`config.mk`:
```
export PLATFORM = sky130hd
export DESIGN_NAME = cia_div_cell
export DESIGN_NICKNAME = d
export VERILOG_FILES = /design/src/design/complex_integer_alu_defines.svh /design/src/design/cia_pkg.sv /design/src/design/cia_div_cell.sv
export SDC_FILE = /design/constraint.sdc
export NUM_CORES = 1
export LEC_CHECK = 0
export ABC_CLOCK_PERIOD_IN_PS = 2900
export BUFFER_PORTS_ARGS = -buffer_cell sky130_fd_sc_hd__buf_2
export CORE_ASPECT_RATIO = 2
export CORE_MARGIN = 1.5
export CORE_UTILIZATION = 46
export DETAILED_ROUTE_END_ITERATION = 10
export PLACE_DENSITY = 0.78
export REMOVE_ABC_BUFFERS = 1
export SETUP_SLACK_MARGIN = 0.02
export SYNTH_ARGS = -nofsm -noshare
export SYNTH_HDL_FRONTEND = slang
export SYNTH_SLANG_ARGS = --single-unit
```
`constraint.sdc`:
```
create_clock -name clock -period 2.9 [get_ports clock]
set_input_delay 0.435 -clock clock [delete_from_list [all_inputs] [get_ports clock]]
set_output_delay 0.435 -clock clock [all_outputs]
set_load 0.02 [all_outputs]
```
`src/design/complex_integer_alu_defines.svh`:
```
// Assertion macros used by the complex integer ALU top level.
`ifndef COMPLEX_INTEGER_ALU_DEFINES_SVH
`define COMPLEX_INTEGER_ALU_DEFINES_SVH
`ifndef ASSERT_OFF
`define CIA_ASSERT(label, clk, rst, prop) \
   label: assert property (@(posedge clk) disable iff (rst) (prop)) \
      else $error("assertion failed");
`define CIA_NEVER(label, clk, rst, cond) \
   label: assert property (@(posedge clk) disable iff (rst) !(cond)) \
      else $error("forbidden condition seen");
`else
`define CIA_ASSERT(label, clk, rst, prop)
`define CIA_NEVER(label, clk, rst, cond)
`endif
`endif

```
`src/design/cia_pkg.sv`:
```
// Shared types and constants of the complex integer ALU.
package cia_pkg;
   localparam int OPERAND_WIDTH_DEF = 16;
   localparam int RES_WIDTH = 33;

   typedef enum logic [1:0] {
      OP_ADD = 2'd0,
      OP_SUB = 2'd1,
      OP_MUL = 2'd2,
      OP_DIV = 2'd3
   } op_type;

   // control that travels with an item down the divider row
   typedef struct packed {
      logic valid;
      logic bypass;
      logic neg_re;
      logic neg_im;
      logic flag;
   } ctl_type;
endpackage

```
`src/design/cia_div_cell.sv`:
```
// One restoring-division cell: yields one quotient bit of each part per division item; others pass through.
module cia_div_cell
   import cia_pkg::*;
#(
   parameter int MW = 2 * OPERAND_WIDTH_DEF + 1
) (
   input  logic          clock,
   input  logic          reset,
   input  ctl_type       ctl_i,
   input  logic [MW-1:0] rem_re_i,
   input  logic [MW-1:0] num_re_i,
   input  logic [MW-1:0] rem_im_i,
   input  logic [MW-1:0] num_im_i,
   input  logic [MW-1:0] den_i,
   output ctl_type       ctl_o,
   output logic [MW-1:0] rem_re_o,
   output logic [MW-1:0] num_re_o,
   output logic [MW-1:0] rem_im_o,
   output logic [MW-1:0] num_im_o,
   output logic [MW-1:0] den_o
);
   ctl_type       ctl_ff;
   logic [MW-1:0] rre_ff, nre_ff, rim_ff, nim_ff, den_ff;
   logic [MW-1:0] rre_in, nre_in, rim_in, nim_in;
   logic [MW:0]   t_re, t_im;

   // shift in the next numerator bit, subtract the divisor when it fits
   always_comb begin
      t_re = {rem_re_i, num_re_i[MW-1]};
      t_im = {rem_im_i, num_im_i[MW-1]};
      rre_in = rem_re_i;
      nre_in = num_re_i;
      rim_in = rem_im_i;
      nim_in = num_im_i;
      if (!ctl_i.bypass) begin
         if (t_re >= {1'b0, den_i}) begin
            rre_in = MW'(t_re - {1'b0, den_i});
            nre_in = {num_re_i[MW-2:0], 1'b1};
         end else begin
            rre_in = t_re[MW-1:0];
            nre_in = {num_re_i[MW-2:0], 1'b0};
         end
         if (t_im >= {1'b0, den_i}) begin
            rim_in = MW'(t_im - {1'b0, den_i});
            nim_in = {num_im_i[MW-2:0], 1'b1};
         end else begin
            rim_in = t_im[MW-1:0];
            nim_in = {num_im_i[MW-2:0], 1'b0};
         end
      end
   end

   always_ff @(posedge clock) begin
      if (reset) begin
         ctl_ff <= '0;
      end else begin
         ctl_ff <= ctl_i;
      end
      rre_ff <= rre_in;
      nre_ff <= nre_in;
      rim_ff <= rim_in;
      nim_ff <= nim_in;
      den_ff <= den_i;
   end

   assign ctl_o    = ctl_ff;
   assign rem_re_o = rre_ff;
   assign num_re_o = nre_ff;
   assign rem_im_o = rim_ff;
   assign num_im_o = nim_ff;
   assign den_o    = den_ff;
endmodule

```
# Word level (Yosys, flattened, before mapping)
# Index checks and enable logic that the tools add are counted.
# totals
reg_bits	170
in_bits	172
output_inout_bits	170
elab_cells	22
# classes
n_addsub	2
order_cmp	2
n_mux	8
# op_table
cell	n
$mux 33	6
$ge 34x33->1	2
$sub 33x33->33	2
$mux 1	2

# Logic depth before layout (Yosys ltp)
# logic_depth
word_depth	3
depth_mapped	15

# Worst setup path after synthesis
# Ideal clock, no wire load.
# synth_path
path_kind	input -> register
from	in num_re_i[32]
to	reg nre_ff[0], in the netlist num_re_o[0]
setup_ps	121
t_arrival_ps	3007
path_slack_ps	-227
stages	14
path_buffers	2
path_cell_list	inv_1 -> ha_1 -> inv_1 -> fa_1 -> a21oi_2 -> o211ai_2 -> and4_4 -> o31ai_2 -> a2111o_1 -> a21oi_2 -> or3_1 -> buf_6 -> buf_6 -> mux2_2
# synth_between
elab_chain_len	3
# synth_lines
element	line	source
start: declaration	cia_div_cell.sv:11	input logic [MW-1:0] num_re_i,
$ge 34x33->1	cia_div_cell.sv:36	if (t_re >= {1'b0, den_i}) begin
$mux 1	cia_div_cell.sv:36	
$mux 33	cia_div_cell.sv:35	if (!ctl_i.bypass) begin
via nre_in[0]	cia_div_cell.sv:24	logic [MW-1:0] rre_in, nre_in, rim_in, nim_in;
end signal: assignment	cia_div_cell.sv:60	nre_ff <= nre_in;
end: declaration	cia_div_cell.sv:23	logic [MW-1:0] rre_ff, nre_ff, rim_ff, nim_ff, den_ff;
# The timed path passes the listed nets, and every way through them passes these cells.
# A chain may end at the register's enable or synchronous reset.

# Worst setup path in the final report
# layout_path
from	in den_i[13]
to	reg rre_ff[31], in the netlist rem_re_o[31]
# layout_between
elab_chain_len	3
# layout_lines
element	line	source
start: declaration	cia_div_cell.sv:14	input logic [MW-1:0] den_i,
$sub 33x33->33 or $ge 34x33->1 (tied branches)	cia_div_cell.sv:37, cia_div_cell.sv:36	
$mux 33 (*)	cia_div_cell.sv:36	
$mux 33 (*)	cia_div_cell.sv:35	
via rre_in[31]	cia_div_cell.sv:24	
end signal: assignment	cia_div_cell.sv:59	rre_ff <= rre_in;
end: declaration	cia_div_cell.sv:23	
# Mark *: on every way through the listed nets, which the timed path passes. The rest lies on a longest branch.

==> run metrics <==
status finished clean; register area share after synthesis 36.2%; hold_buf cts 0; initial antenna violation count 2; Mapped Area 9390 µm²; post-layout min period 2.84 ns; cell count after synthesis 1042; Detailed Place HPWL 28600 µm; H-Tree Depth 4; Primary FF master, synth dfxtp_1; Core Area 19900 µm²; async set-or-reset flop fraction in the synthesized netlist 0%; critical path, cell by cell buf_2 -> inv_1 -> ha_1 -> nand2_1 -> o21ai_0 -> o31ai_4 -> a2111o_1 -> a21oi_4 -> nor3_4 -> buf_4 -> or4_1 -> and3_1; Comb pwr share 34.0%; CTS Buf Count 17; worst min path class input pin to flop; fin nets 1824; fin crit share 97.9%; Die ar. 21300 µm²; Slew HR 59.5%; Max stage delay cell, worst path or4_1; height of the die 205 µm; pre-CTS setup slack -0.481 ns; largest net degree at the start of global routing 118; layout cells sized above 1 45.7%; final wirelength 36400 µm; gpl congestion 1.09; DR vias 10300; pwr/cell area 546 nW/µm²; # IOs 342; setup TNS 0 ns; hold path start den_i[24]; count of pins over their slew limit 0; Area growth syn-to-layout 48.5%; Starting DRT DRC Count 453; # DRC 0; Initial Utilization 47.2%; Lkg Pwr 6.95 nW; Final Hold Fails 0; maximum root-to-sink buffer count 2; fill cell instance count of the final layout 1623; EDFF count, synth 0; Worst Tran Pin Value 0.607 ns; gr ovfl total 0; total internal power 4.98 mW; Crit Path Max Fanout 6; CTS tree done; Die Wd 104 µm; number of global-route vias before repair 10500; mean number of vias per cell 5.54; P_sw 2.63 mW; Synth cell types 75; Setup violations, final 0; Antenna Nets Post-Route 0; PortBufs 341; FF+latch count, synth 170; clock power share 31.4%; gr usage total 33.1%; synth warn 0; Critical Path Start den_i[13]; fin worst setup slack 0.0616 ns; root buf cell clkbuf_16; WL/cell 19.6 µm; CP Data Arrival Time 3.19 ns; max cap viols 0; DR pass1 iterations 5; first-pass GRT wire length 53200 µm; Rows 73; Clock Pin Slew Worst Setup and Hold Paths 0.08 ns; worst vdd ir 0.000451 V; Required @ worst endpoint 3.25 ns; CP Launch Type input pin; CP Class input pin to flop; syn avg cell area 9.01 µm²; crit path to rem_re_o[31]; Reg power frac 34.6%; switching portion of total power 34.6%; FMAX 352 MHz; RSZ-0062 raised after global routing true; total clock sinks 170; Worst setup EP type flop; Critical Path Max Stage Delay 0.51 ns
==> power groups by stage <==
stage	combinational (mW)	sequential [mW]	clock, mW
after floorplan	1.02	2.99	0
after global placement	2.38	2.68	0
after detailed placement	2.42	2.69	0
after CTS	2.45	2.63	2.43
after global routing	2.77	2.65	2.51
final	2.58	2.63	2.39
==> timing repair <==
item	in CTS	in global routing
gates cloned	0	5
buffers inserted	1	9
endpoints found under the setup margin	2	67
gates resized for setup	3	49
pin swaps	2	17
==> critical path: cells and delay by family <==
family          cells  cell delay, ns
compound gates      4            1.17
simple gates        4            0.82
fa+ha+maj           1            0.39
buf+inv             3            0.38
==> worst min-delay path by stage <==
stage	endpoint	slack, ns	depth (start not counted)
2_1_floorplan	den_o[0]	0.46	0
3_3_place_gp	den_o[25]	0.55	1
3_5_place_dp	den_o[25]	0.55	1
4_1_cts	den_o[24]	0.07	1
5_1_grt	den_o[25]	0.08	1
6_report	den_o[24]	0.09	1
==> state kept, by name, indices dropped and copies added (netlist names) <==
register  count
ctl_o         5
num_im_o     33
rem_im_o     33
num_re_o     33
rem_re_o     33
den_o        33
==> per-stage QoR <==
step	utilization [%]	hold WS [ns]	instances	instance area (µm²)	power (mW)
floorplan	-	0.463	999	9190	4.00
global route	70.0	0.0827	1859	13900	7.93
finish	70.0	0.0861	1860	13900	7.61
CTS	67.9	0.0675	1846	13500	7.51
detailed placement	64.7	0.553	1813	12900	5.11
global placement	64.7	0.552	1813	12900	5.06
==> layer usage <==
layer | global-route usage (%) | routed length (µm) | vias up
met5 | 0 | 10 | -
met4 | 32.8 | 3590 | 2
met3 | 8.50 | 2370 | 170
met2 | 60.6 | 18700 | 511
met1 | 28.1 | 11700 | 4762
li1 | - | - | 4857
==> final cells by class <==
| class | count | area, µm² | share of cell area, % |
|---|---|---|---|
| Sequential cell | 170 | 3400 | 24.4 |
| Multi-Input combinational cell | 767 | 5790 | 41.5 |
| Clock buffer | 17 | 425 | 3.05 |
| Inverter | 62 | 236 | 1.70 |
| Tap cell | 262 | 328 | 2.35 |
| Clock inverter | 15 | 194 | 1.39 |
| Timing Repair Buffer | 566 | 3570 | 25.6 |
| Antenna cell | 1 | 2.50 | 0.0179 |
==> placed cells by master (no fill, tap or decap), types with 25 or more instances in the layout <==
| cell | n |
|---|---|
| nand3_1 | 25 |
| o21ai_0 | 44 |
| ha_1 | 59 |
| buf_2 | 340 |
| mux2_2 | 84 |
| dfxtp_1 | 170 |
| nand2_1 | 64 |
| a21oi_1 | 92 |
| buf_4 | 213 |
| a21o_1 | 33 |
| nor2_1 | 87 |
| inv_1 | 57 |
==> cell usage after synthesis (all sizes together), types with 14 or more instances <==
master / n / area share, %
a21o: 33 / 2.6
a21oi: 100 / 5.4
and3: 14 / 0.93
buf: 14 / 0.97
clkbuf: 29 / 1.2
dfxtp: 170 / 36
ha: 66 / 8.8
inv: 62 / 2.5
mux2: 84 / 10
mux2i: 21 / 2.2
nand2: 65 / 2.6
nand3: 26 / 1.4
nor2: 88 / 3.5
nor3: 17 / 0.96
o21ai: 55 / 2.9
xnor2: 24 / 2.2
xor2: 21 / 2.0
==> kinds of logic after synthesis <==
| logic type | after synthesis | synth area share [%] |
|---|---|---|
| XOR/XNOR | 45 | 4.20 |
| AO/OA/AOI/OAI | 287 | 20.1 |
| adder cells (fa/ha/maj) | 68 | 9.22 |
| flip-flops | 170 | 36.2 |
| multiplexers | 105 | 12.3 |
| buffers and inverters | 105 | 4.64 |
| AND/OR/NAND/NOR | 262 | 13.3 |
Note: power is estimated with default switching activity, not from simulation.
