$ cat config.mk
export PLATFORM = sky130hd
export DESIGN_NAME = cia_front
export DESIGN_NICKNAME = d
export VERILOG_FILES = /design/src/design/complex_integer_alu_defines.svh /design/src/design/cia_pkg.sv /design/src/design/cia_front.sv
export SDC_FILE = /design/constraint.sdc
export NUM_CORES = 2
export LEC_CHECK = 0
export BUFFER_PORTS_ARGS = -buffer_cell sky130_fd_sc_hd__clkbuf_2
export CAP_MARGIN = 25
export CORE_MARGIN = 5
export CORE_UTILIZATION = 28
export DETAILED_ROUTE_END_ITERATION = 6
export PLACE_DENSITY = 0.41
export SETUP_SLACK_MARGIN = 0.02
export SLEW_MARGIN = 15
export SYNTH_ARGS = -nofsm -noshare
export SYNTH_HDL_FRONTEND = slang
export SYNTH_SLANG_ARGS = --single-unit
$ cat constraint.sdc
create_clock -name clock -period 25.3 [get_ports clock]
set_input_delay 5.06 -clock clock [delete_from_list [all_inputs] [get_ports clock]]
set_output_delay 5.06 -clock clock [all_outputs]
set_load 0.02 [all_outputs]
$ cat src/design/complex_integer_alu_defines.svh
// Assertion macros used by the complex integer ALU top level.
`ifndef COMPLEX_INTEGER_ALU_DEFINES_SVH
`define COMPLEX_INTEGER_ALU_DEFINES_SVH
`ifndef ASSERT_OFF
`define CIA_ASSERT(label, clk, rst, prop) \
   label: assert property (@(posedge clk) disable iff (rst) (prop)) \
      else $error("assertion failed");
`define CIA_NEVER(label, clk, rst, cond) \
   label: assert property (@(posedge clk) disable iff (rst) !(cond)) \
      else $error("forbidden condition seen");
`else
`define CIA_ASSERT(label, clk, rst, prop)
`define CIA_NEVER(label, clk, rst, cond)
`endif
`endif

$ cat src/design/cia_pkg.sv
// Shared types and constants of the complex integer ALU.
package cia_pkg;
   localparam int OPERAND_WIDTH_DEF = 16;
   localparam int RES_WIDTH = 33;

   typedef enum logic [1:0] {
      OP_ADD = 2'd0,
      OP_SUB = 2'd1,
      OP_MUL = 2'd2,
      OP_DIV = 2'd3
   } op_type;

   // control that travels with an item down the divider row
   typedef struct packed {
      logic valid;
      logic bypass;
      logic neg_re;
      logic neg_im;
      logic flag;
   } ctl_type;
endpackage

$ cat src/design/cia_front.sv
// Operand register, products and sign-magnitude sums feeding the divider row.
module cia_front
   import cia_pkg::*;
#(
   parameter int W = OPERAND_WIDTH_DEF,
   parameter int MW = 2 * W + 1
) (
   input  logic                clock,
   input  logic                reset,
   input  logic                acc,
   input  logic [1:0]          kind,
   input  logic signed [W-1:0] a_real,
   input  logic signed [W-1:0] a_imag,
   input  logic signed [W-1:0] b_real,
   input  logic signed [W-1:0] b_imag,
   output ctl_type             ctl_out,
   output logic [MW-1:0]       mag_re,
   output logic [MW-1:0]       mag_im,
   output logic [MW-1:0]       den
);
   localparam int SW = 2 * W + 2;

   // stage A: operands and products
   logic                  va_ff;
   op_type                kind_ff;
   logic signed [W-1:0]   ar_ff, ai_ff, br_ff, bi_ff;
   logic signed [2*W-1:0] p_rr_ff, p_ii_ff, p_ri_ff, p_ir_ff, p_bb_ff, p_cc_ff;

   always_ff @(posedge clock) begin
      if (reset) begin
         va_ff <= 1'b0;
      end else begin
         va_ff <= acc;
      end
      kind_ff <= op_type'(kind);
      ar_ff   <= a_real;
      ai_ff   <= a_imag;
      br_ff   <= b_real;
      bi_ff   <= b_imag;
      p_rr_ff <= (2*W)'(a_real) * (2*W)'(b_real);
      p_ii_ff <= (2*W)'(a_imag) * (2*W)'(b_imag);
      p_ri_ff <= (2*W)'(a_real) * (2*W)'(b_imag);
      p_ir_ff <= (2*W)'(a_imag) * (2*W)'(b_real);
      p_bb_ff <= (2*W)'(b_real) * (2*W)'(b_real);
      p_cc_ff <= (2*W)'(b_imag) * (2*W)'(b_imag);
   end

   // stage B: combine parts, take magnitudes
   logic signed [SW-1:0] re_v, im_v, re_a, im_a;
   logic [MW-1:0]        den_in;
   ctl_type              ctl_in;
   logic [MW-1:0]        mre_in, mim_in;

   always_comb begin
      den_in = MW'($unsigned(p_bb_ff)) + MW'($unsigned(p_cc_ff));
      case (kind_ff)
         OP_ADD: begin
            re_v = SW'(ar_ff) + SW'(br_ff);
            im_v = SW'(ai_ff) + SW'(bi_ff);
         end
         OP_SUB: begin
            re_v = SW'(ar_ff) - SW'(br_ff);
            im_v = SW'(ai_ff) - SW'(bi_ff);
         end
         OP_MUL: begin
            re_v = SW'(p_rr_ff) - SW'(p_ii_ff);
            im_v = SW'(p_ri_ff) + SW'(p_ir_ff);
         end
         default: begin
            re_v = SW'(p_rr_ff) + SW'(p_ii_ff);
            im_v = SW'(p_ir_ff) - SW'(p_ri_ff);
         end
      endcase
      re_a = re_v[SW-1] ? -re_v : re_v;
      im_a = im_v[SW-1] ? -im_v : im_v;
      ctl_in.valid  = va_ff;
      ctl_in.bypass = 1'b1;
      ctl_in.flag   = 1'b0;
      ctl_in.neg_re = re_v[SW-1];
      ctl_in.neg_im = im_v[SW-1];
      mre_in = re_a[MW-1:0];
      mim_in = im_a[MW-1:0];
      if (kind_ff == OP_DIV) begin
         if (den_in == '0) begin
            ctl_in.flag   = 1'b1;
            ctl_in.neg_re = 1'b0;
            ctl_in.neg_im = 1'b0;
            mre_in = '0;
            mim_in = '0;
         end else begin
            ctl_in.bypass = 1'b0;
         end
      end
   end

   ctl_type       ctl_ff;
   logic [MW-1:0] mre_ff, mim_ff, den_ff;

   always_ff @(posedge clock) begin
      if (reset) begin
         ctl_ff <= '0;
      end else begin
         ctl_ff <= ctl_in;
      end
      mre_ff <= mre_in;
      mim_ff <= mim_in;
      den_ff <= den_in;
   end

   assign ctl_out = ctl_ff;
   assign mag_re  = mre_ff;
   assign mag_im  = mim_ff;
   assign den     = den_ff;
endmodule

Word-level counts from Yosys, hierarchy flattened
Index checks and enable logic that the tools add are counted.
{"block": "classes", "addsub": 11, "mul": 6, "div_mod_pow": 0, "magnitude_cmp": 0, "n_eq_ne": 3, "shifts": 0, "muxes": 11, "n_bitwise": 1, "reduce_logical": 3}
{"cell": "34-bit case mux with 3 select lines", "n": 2}
{"cell": "33-bit 2-to-1 mux", "n": 6}
{"cell": "16-bit by 16-bit multiplier with 32-bit output", "n": 6}
{"cell": "32-bit by 32-bit adder with 33-bit output", "n": 3}
{"cell": "33-bit negation", "n": 2}
{"cell": "32-bit by 32-bit subtractor with 33-bit output", "n": 2}
{"cell": "16-bit by 16-bit adder with 17-bit output", "n": 2}
{"cell": "16-bit by 16-bit subtractor with 17-bit output", "n": 2}
{"cell": "33-bit zero test", "n": 1}
{"cell": "2-bit == test (second input constant)", "n": 2}
{"cell": "4-bit 2-to-1 mux", "n": 1}
{"cell": "3-bit 2-to-1 mux", "n": 1}
{"cell": "2-bit by 1-bit == test with 1-bit output (second input constant)", "n": 1}
{"cell": "2-bit zero test", "n": 1}
{"cell": "2-bit OR reduction", "n": 1}
{"cell": "1-bit 2-to-1 mux", "n": 1}
{"cell": "1-bit NOT", "n": 1}
{"block": "word_totals", "reg_bits": 363, "latchBits": 0, "ram_bits": 0, "rom_bits": 0, "in_bits": 69, "output_inout_bits": 104, "word_cells": 55, "n_memories": 0}

Longest topological paths before layout
{"block": "logic_depth", "word_depth": 6, "depth_mapped": 28, "ltp_nobuf": 27}

Worst setup path after synthesis
OpenSTA, ideal clock, no wires.
{"block": "synth_path", "kind": "input to register", "start": "in b_real[3]", "end": "reg p_bb_ff[31]", "setup_time_ns": 0.122, "t_arrival_ns": 11.467, "t_required_ns": 25.178, "slack_ns": 13.710, "stages": 24, "n_path_buf": 2, "path_cell_list": "clkbuf_1 clkbuf_1 nand2_1 fa_1 fa_1 fa_1 inv_1 fa_1 fa_1 inv_1 fa_1 inv_1 ha_1 and3_1 a221oi_1 o21ai_0 a41o_1 a21o_1 a21oi_1 o21ai_0 or4_1 a31oi_1 o21ai_0 xnor2_1"}
{"block": "synth_via", "elab_chain_cells": 1}
{"element": "from (decl)", "line": "cia_front.sv:14", "text": "input logic signed [W-1:0] b_real,"}
{"element": "16-bit by 16-bit multiplier with 32-bit output", "line": "cia_front.sv:44", "text": "p_bb_ff <= (2*W)'(b_real) * (2*W)'(b_real);"}
{"element": "to (signal assigned)", "line": "cia_front.sv:44"}
{"element": "to (decl)", "line": "cia_front.sv:27", "text": "logic signed [2*W-1:0] p_rr_ff, p_ii_ff, p_ri_ff, p_ir_ff, p_bb_ff, p_cc_ff;"}
Every way passes these cells.
A chain may end at the register's enable or synchronous reset.

Worst setup path after layout
{"block": "layout_path", "start": "in b_real[2]", "end": "reg p_bb_ff[31]"}
Same word-level chain as after synthesis.

==> flow_summary.ini <==
[outcome]
run_status = finished, final reports clean

[finish]
final_cell_mix = inv_1, fa_1, nand2_1
area_growth_pct = 8.48
final_common_cell = inv_1
post-route-util = 0.305
drive_above_1_share = 0.0516
num-nets-final = 10676

[grt]
grt_max_degree = 58
first_global_vias = 60608
antenna_found_initial = 28
grt-ovfl-total = 0
grt_pass1_wl_um = 376000
grt_usage = 0.174

[timing]
period_share = 0.489
fin_crit_ns = 12.37
setup_violations = 0
max_slew_margin = 0.355
fmax_ghz = 0.0809
hold_viol = 0
finalSetupTns_ns = 0
fin_worst_skew_ns = 0.0601
drv_slew = 0
rsz0062_at_grt = false
worstMarginPinSlew_ns = 0.955

[clock_tree]
postCtsHoldBufs = 0
ctsResizeCount = 0
post_cts_buffers = 0
cts_inserted_buffers = 49
clockBufferDepth = 3
cts_tree = yes
clkSinkCount = 359
cts_root_buf = clkbuf_16
cts.clk_slew.worst_paths_ns = 0.06
cts_max_level = 2
insertion_delay_ns = 0.70

[worst_hold_path]
hold_depth = 1
min-delay-start = va_ff$_SDFF_PP0_
hp-class = register to register

[routing]
wire_per_inst_um = 20.1
routed_wl_um = 242000
num_vias = 55466
ant_nets = 0
viasPerCell = 4.61
route.detailed.drc = 0
drt-initial-drc-count = 2860
first_pass_iters = 5

[synth]
post_synth_and_or_nand_nor_area_fraction = 0.146
synth_nets = 10697
synth_xor_area_frac = 0.0493
synth_edf_count = 0
synth_area_leaders = fa_1, ha_1, dfxtp_1
synth_top_family_by_area = adder cells
synth_cells = 8428
syn_avg_cell_area_um2 = 9.02
ys_types = 103
synth.largest_area_cell = fa_1
yosys_register_bits = 359
synth_compound_area_frac = 0.0834
yosysTopAreaCellShare = 0.400
ys_seq_area_frac = 0.0945
yosys_warnings = 0
synth_mux_area_frac = 0.00474
ys.flop_type = dfxtp_1
syn_area_mm2 = 0.0760
synth_fa_ha_area_frac = 0.512
synth-async-reset-ratio = 0

[die]
num_rows = 191
start_util = 0.281
core_mm2 = 0.271
io_pins = 173
die_x_um = 531
dieArea_mm2 = 0.282
fp.dieH_um = 531

[setup_path]
r2r_cells = 20
r2r-start = p_ii_ff[3]$_DFF_P_
worstSetupEndpointType = register
crit_type = primary input to register
path_max_fanout = 35
startpoint = b_real[2]
cp.required_ns = 25.82
arrival_ns = 12.89
critPathLaunchType = primary input

[placed_design]
dp_hpwl_um = 191000
gp_congestion = 0.835
io_buffers = 172

[run]
maxCapViolCount = 0
-- flip-flops by register name (all words and copies together), names as in the netlist, 32 cells and up --
| register | count |
|---|---|
| den | 33 |
| mag_im | 33 |
| mag_re | 33 |
| p_ii_ff | 32 |
| p_ir_ff | 32 |
| p_ri_ff | 32 |
| p_rr_ff | 32 |
-- synth_stat cells (9+ instances only) --
master     count
a21oi_1      289
nand3b_1      10
buf_2         10
a31oi_1       47
or3_1         24
ha_1         680
o41ai_1        9
a31o_2        21
o21ai_0      129
nor2_1       389
a211oi_1      38
and2_1       559
or2_2         12
o2111ai_1     11
nand2b_1      75
and3_1        34
o31ai_1       38
xnor2_1      303
o211ai_1      37
nor3b_1        9
a211o_1       15
clkbuf_1     300
or4_1         15
fa_1        1520
nor4_1        27
mux2i_1       27
nand4_1       33
nor2b_1       46
nor3_1        84
inv_1       1880
xor2_1       125
dfxtp_1      359
a21o_1       113
nand3_1       70
nand2_1      802
o21a_1        38
o21bai_1      33
buf_1         19
-- final timing paths --
kind | end | slack (ns)
worst min-delay path | ctl_out[4]$_SDFF_PP0_ | 0.45
worst min register to register | ctl_out[4]$_SDFF_PP0_ | 0.45
worst max register to register | mag_re[18]$_DFF_P_ | 19.02
worst max-delay path | p_bb_ff[31]$_DFF_P_ | 12.93
-- cell families after synthesis --
group / count (synthesis)
buffers and inverters: 2217
XOR/XNOR: 428
AO/OA/AOI/OAI: 947
AND/OR/NAND/NOR: 2242
flip-flops: 359
adder cells (fa/ha/maj): 2200
multiplexers: 35
-- layer usage --
| metal | track usage | vias to the layer above | wire length [µm] |
|---|---|---|---|
| li1 | - | 25738 | - |
| met1 | 0.244 | 28515 | 113000 |
| met2 | 0.296 | 1039 | 115000 |
| met3 | 0.0159 | 170 | 9380 |
| met4 | 0.0273 | 4 | 4020 |
| met5 | 0 | - | 27 |
-- final cells by class --
type	instances	area [µm²]
fill	28711	188000
multi-input combinational	5852	60500
sequential	359	7190
inverter	1884	7070
tap	3570	4470
timing repair buffer	261	1530
clock buffer	62	1360
clock inverter	27	315
antenna	11	27.5
-- critical path: stages --
cell	delay, ns
clkbuf_2	0.38
buf_4	0.54
inv_1	0.24
nor2_1	0.27
inv_1	0.09
fa_1	0.51
inv_1	0.05
fa_1	0.46
fa_1	0.52
fa_1	0.43
fa_1	0.49
inv_1	0.05
fa_1	0.47
inv_1	0.05
ha_1	0.32
and3_1	0.24
a221oi_1	0.38
o21ai_0	0.26
a41o_1	0.32
a21o_1	0.18
a21oi_1	0.30
o21ai_0	0.22
or4_1	0.44
a31oi_1	0.26
o21ai_0	0.15
xnor2_1	0.14
-- through the flow --
step	cells	cell area (µm²)	hold WS, ns	setup slack [ns]
floorplan	8428	76000	0.414	13.71
global placement	11925	80800	0.424	12.37
detailed placement	11925	80800	0.449	12.36
CTS	12014	82400	0.451	13.08
global route	12017	82500	0.480	12.60
finish	12026	82500	0.447	12.93
Power is left out: the tool's default activity adds up to more than one toggle a clock period on the data nets, which glitch-free logic cannot reach.
